### config.mk
export PLATFORM = sky130hd
export DESIGN_NAME = gbr_fifo
export DESIGN_NICKNAME = d
export VERILOG_FILES = /design/src/hdl/gbr_pkg.sv /design/src/hdl/gbr_fifo.sv
export SDC_FILE = /design/constraint.sdc
export NUM_CORES = 1
export LEC_CHECK = 0
export BUFFER_PORTS_ARGS = -buffer_cell sky130_fd_sc_hd__buf_2
export CAP_MARGIN = 20
export CORE_ASPECT_RATIO = 1.4
export CORE_MARGIN = 2
export CORE_UTILIZATION = 55
export DETAILED_ROUTE_END_ITERATION = 7
export MAX_ROUTING_LAYER = met4
export PLACE_DENSITY = 0.89
export SYNTH_ARGS = -nofsm -noshare
export SYNTH_HDL_FRONTEND = slang
export SYNTH_SLANG_ARGS = --single-unit
export TNS_END_PERCENT = 5
### constraint.sdc
create_clock -name clk_i -period 3.2 [get_ports clk_i]
set_clock_uncertainty 0.05 [all_clocks]
set_input_delay 0.8 -clock clk_i [delete_from_list [all_inputs] [get_ports clk_i]]
set_output_delay 0.8 -clock clk_i [all_outputs]
set_load 0.01 [all_outputs]
### src/hdl/gbr_pkg.sv
// ----------------------------------------------------------------------------
// gbr_pkg
// Types, constants and register codes shared by the glyph bitmap converter.
// ----------------------------------------------------------------------------
`default_nettype none

package gbr_pkg;

  localparam int MaxWidthDefault   = 4096;
  localparam int QueueDepthDefault = 4;

  // Width of column arithmetic: holds eight times the largest byte position.
  localparam int ColW = 18;

  localparam int PosW   = 14;
  localparam int PitchW = 15;
  localparam int WidthW = 13;
  localparam int ModeW  = 2;
  localparam int AddrW  = 4;
  localparam int DataW  = 32;

  localparam logic [PitchW-1:0] PitchLimit = 15'd16384;

  localparam logic [1:0] RegMode  = 2'd0;
  localparam logic [1:0] RegWidth = 2'd1;
  localparam logic [1:0] RegPitch = 2'd2;

  typedef enum logic [ModeW-1:0] {
    MODE_GRAY = 2'd0,
    MODE_MONO = 2'd1,
    MODE_BGRA = 2'd2
  } pix_mode_e;

  typedef enum logic [1:0] {
    CMD_GRAY = 2'd0,
    CMD_MONO = 2'd1,
    CMD_BGRA = 2'd2
  } cmd_kind_e;

  typedef struct packed {
    logic [ModeW-1:0]  mode;
    logic [WidthW-1:0] width;
    logic [PitchW-1:0] pitch;
  } cfg_t;

  typedef struct packed {
    cmd_kind_e   kind;
    logic [7:0]  data;
    logic [23:0] bgr;
    logic [2:0]  last_idx;
    logic        row_end;
  } cmd_t;

  typedef struct packed {
    logic [7:0] red;
    logic [7:0] green;
    logic [7:0] blue;
  } upm_res_t;

  typedef struct packed {
    logic [7:0] src_byte;
  } byte_item_t;

  typedef struct packed {
    logic [7:0] red;
    logic [7:0] green;
    logic [7:0] blue;
    logic [7:0] alpha;
    logic       row_end;
    logic       last_of_run;
  } pixel_item_t;

endpackage

`default_nettype wire

### src/hdl/gbr_fifo.sv
// ----------------------------------------------------------------------------
// gbr_fifo
// Short command queue between the front end and the back end.
// ----------------------------------------------------------------------------
`default_nettype none

module gbr_fifo #(
  parameter int DEPTH = gbr_pkg::QueueDepthDefault
) (
  input  wire logic          clk_i,
  input  wire logic          rst_ni,
  input  wire logic          push_i,
  input  wire gbr_pkg::cmd_t cmd_i,
  output logic               full_o,
  input  wire logic          pop_i,
  output logic               valid_o,
  output gbr_pkg::cmd_t      cmd_o
);

  localparam int PW = (DEPTH > 1) ? $clog2(DEPTH) : 1;
  localparam int CNW = $clog2(DEPTH + 1);

  gbr_pkg::cmd_t    mem_q [DEPTH];
  logic [PW-1:0]    wr_q, rd_q;
  logic [CNW-1:0]   cnt_q;
  logic             do_push, do_pop;

  assign full_o  = cnt_q == CNW'(DEPTH);
  assign valid_o = cnt_q != '0;
  assign cmd_o   = mem_q[rd_q];
  assign do_push = push_i && !full_o;
  assign do_pop  = pop_i && valid_o;

  always_ff @(posedge clk_i or negedge rst_ni) begin
    if (!rst_ni) begin
      wr_q  <= '0;
      rd_q  <= '0;
      cnt_q <= '0;
    end else begin
      if (do_push) begin
        wr_q <= (wr_q == PW'(DEPTH - 1)) ? '0 : wr_q + PW'(1);
      end
      if (do_pop) begin
        rd_q <= (rd_q == PW'(DEPTH - 1)) ? '0 : rd_q + PW'(1);
      end
      if (do_push && !do_pop) begin
        cnt_q <= cnt_q + CNW'(1);
      end else if (do_pop && !do_push) begin
        cnt_q <= cnt_q - CNW'(1);
      end
    end
  end

  always_ff @(posedge clk_i) begin
    if (do_push) begin
      mem_q[wr_q] <= cmd_i;
    end
  end

endmodule

`default_nettype wire

==> impl_metrics.csv <==
group,metric,value,unit
clocking,cts_resized,0,
global_routing,grt_pass1_wl,15.84,mm
power_and_ir_drop,cellPowerDensity,955.2,nW/µm²
clocking,htree_levels,4,
yosys,yosys_warnings,0,
sta,maxSlewHeadroom,0.6059,
yosys,synth_cells,236,
floorplanning,core,10700,µm²
power_and_ir_drop,power_frac_clock,0.290,
global_routing,antenna_found_initial,2,
place,io_buffer_count,81,
finish,nNetsFinal,384,
yosys,ys_ff_latch,159,
setup_path,critPathLaunchType,"flop",
power_and_ir_drop,p_comb_frac,0.283,
finish,areaGrowthSynthToFinish,20.58,%
global_routing,grt_util_met1,0.2244,
routing,drc,0,
finish,final_area,7183,µm²
flow_run,drv_cap,0,
setup_path,critical_path_peak_fanout,12,
floorplanning,die_area,11690,µm²
place,placed_area,6585,µm²
global_routing,grt.overflow.total,0,
setup_path,cp_cell_sequence,"buf_4, mux4_2, buf_2",
hold_path,hp-class,"primary input to asynchronous set/reset pin",
sta,worst_pin_slew,0.5912,ns
yosys,syn_nets,285,
setup_path,setup.worst_path.class,"flop to output pin",
yosys,synth-main-ff-cell,"edfxtp_1",
global_routing,top_usage_layer,"met2",
sta,fin_hold_ws,0.1789,ns
setup_path,critPathSlowestCell,"dfrtp_2",
yosys,synth_edf_count,152,
yosys,yosysMostFrequentCell,"edfxtp_1",
yosys,yosysSeqAreaShare,0.7956,
clocking,clk_pin_slew,0.06,ns
floorplanning,die_x,91.96,µm
yosys,syn_area,5957,µm²
yosys,yosysUniqueCellTypes,21,
clocking,cts_buffer_depth,2,
floorplanning,fp-row-count,45,
sta,timing.setup.tns,0,ns
clocking,cts_buffers,17,
setup_path,slowest_delay,0.61,ns
sta,min_period,2.914,ns
sta,fmax,343.2,MHz
finish,layout-drive-gt1-share,0.4885,
place,gp_congestion,0.7051,
routing,drtAntennaViolNets,0,
clocking,hold_buffers,0,
setup_path,path_delay_family,"flip-flops",
yosys,yosys-top-cells-count,"152 x edfxtp_1, 38 x mux4_2, 7 x dfrtp_1",
floorplanning,start_util,0.5568,
global_routing,grt_usage,0.1963,
routing,wl_per_cell,20.74,µm
sta,rsz0062_at_grt,"false",
global_routing,grt_pass1_vias,2897,
sta,report.final.slew_viol_count,0,
clocking,cts_sinks,159,
yosys,synth_area_per_cell,25.24,µm²
floorplanning,ioPinCount,82,
floorplanning,die_h,127.1,µm
routing,vias_per_cell,5.418,
yosys,synth_top_area_frac,0.7662,
yosys,synth.area.top_cells,"edfxtp_1 77%, mux4_2 14%, dfrtp_1 2.9%",
sta,setup_viol,0,
sta,hold_viol_final,0,
routing,drt-total-wl,10.19,mm
yosys,async_reset_ff_frac,0.04403,
clocking,cts_tree,"built",
global_routing,grt_util_met2,0.3240,
sta,period_share,0.9105,
global_routing,grt_max_degree,39,
place,dp_hpwl,6.561,mm
setup_path,critPathRequiredTime,2.35,ns
routing,dr.pass1.iters,4,
clocking,cts_root_buf,"clkbuf_16",
setup_path,end_kind,"output pin",
setup_path,crit_buf_inv,2,
clocking,clk_latency,0.41,ns
clocking,post_cts_buffers,0,
power_and_ir_drop,irDropWorstVdd,0.0006552,V
power_and_ir_drop,cell_internal_pwr,4.964,mW
power_and_ir_drop,switchingPower,1.898,mW
outcome,status,"finished clean",
routing,dr_total_vias,2660,
power_and_ir_drop,pwr-share-seq,0.427,
global_routing,met3_usage,0.06486,
power_and_ir_drop,p_sw_frac,0.2766,
power_and_ir_drop,p_leak,2.506,nW
setup_path,arrival,2.06,ns
yosys,yosys.area.top_type,"edfxtp_1",
routing,first_iter_violations,179,
## layout by cell type, fill, tap and decap left out, types with 2 or more instances in the layout
cell type | synthesis | final
edfxtp_1 | 152 | 152
buf_12 | 0 | 4
diode_2 | 0 | 2
dfrtp_2 | 0 | 2
dfrtp_1 | 7 | 5
ha_1 | 6 | 6
mux4_2 | 38 | 38
clkinv_2 | 0 | 2
buf_4 | 1 | 4
clkbuf_1 | 1 | 4
nor2_1 | 4 | 3
clkbuf_16 | 0 | 17
mux2_2 | 3 | 3
xor2_1 | 2 | 2
bufinv_16 | 0 | 3
and2_2 | 0 | 3
inv_1 | 3 | 3
clkinvlp_4 | 0 | 4
mux2_4 | 2 | 2
buf_2 | 2 | 81
## sequential cells by signal, summed over array words and instances (netlist names)
name   count
mem_q    152
cnt_q      3
rd_q       2
wr_q       2
## power groups by stage
| stage | combinational, mW | sequential [mW] | clock, mW |
|---|---|---|---|
| 5_1_grt | 2.09 | 2.97 | 2.10 |
| 3_5_place_dp | 1.98 | 2.98 | 0 |
| 3_3_place_gp | 1.91 | 2.94 | 0 |
| 6_report | 1.94 | 2.93 | 1.99 |
| 4_1_cts | 1.99 | 2.94 | 2.02 |
| 2_1_floorplan | 1.36 | 2.90 | 0 |
## metrics by stage
step                  util  cells  power (mW)  worst slack, ns
finish              0.6715    491       6.861           0.2863
global route        0.6715    491       7.163           0.1579
global placement    0.6156    457       4.848           0.7467
detailed placement  0.6156    457       4.955           0.6710
floorplan                -    236       4.260           0.2573
CTS                 0.6710    489       6.943           0.2336
## cell families (layout without fill, tap and decap cells)
kind of cell  after synthesis  count (layout)  share of synthesized area
other cells                 0               2                          0
simple gates               12              12                    0.01470
flops                     159             159                     0.7956
mux                        43              43                     0.1544
xor+xnor                    3               3                   0.004412
buf+inv                    12             124                    0.01491
fa+ha+maj                   7               7                    0.01596
## final timing paths
| kind | start | end | slack [ns] | cells past startpoint |
|---|---|---|---|---|
| setup / recovery | rd_q[0]$_DFFE_PN0P_ | cmd_o[23] | 0.29 | 3 |
| hold / removal | rst_ni | wr_q[1]$_DFFE_PN0P_ | 0.18 | 1 |
| setup reg to reg | cnt_q[0]$_DFFE_PN0P_ | cnt_q[2]$_DFFE_PN0P_ | 1.01 | 8 |
| hold reg to reg | cnt_q[2]$_DFFE_PN0P_ | cnt_q[2]$_DFFE_PN0P_ | 0.46 | 1 |
| max in group asynchronous | rst_ni | rd_q[0]$_DFFE_PN0P_ | 2.73 | 1 |
| min in group clk_i | cnt_q[2]$_DFFE_PN0P_ | cnt_q[2]$_DFFE_PN0P_ | 0.46 | 1 |
## worst reg2reg max path, stage by stage, from the launching register on
cell,delay [ns]
dfrtp_1,0.45
or3_4,0.44
nand2_4,0.11
ha_1,0.17
inv_1,0.06
fa_1,0.38
xor2_1,0.17
nor2_1,0.12
xor2_1,0.16
## area by class of cell
type | instances | area [µm²]
clock buffers | 22 | 454.2
well taps | 141 | 176.4
clock inverters | 10 | 138.9
diodes | 2 | 5.005
multi-input cells | 65 | 1140
inverters | 3 | 11.26
repair buffers | 89 | 515.5
flip-flops and latches | 159 | 4742
fillers | 684 | 3515
## routing by layer
layer,vias to the layer above,part of all wire
met2,61,0.55
li1,1196,-
met3,10,0.038
met4,0,0.016
met5,-,0
met1,1393,0.39
Note: power is estimated with default switching activity, not from simulation.
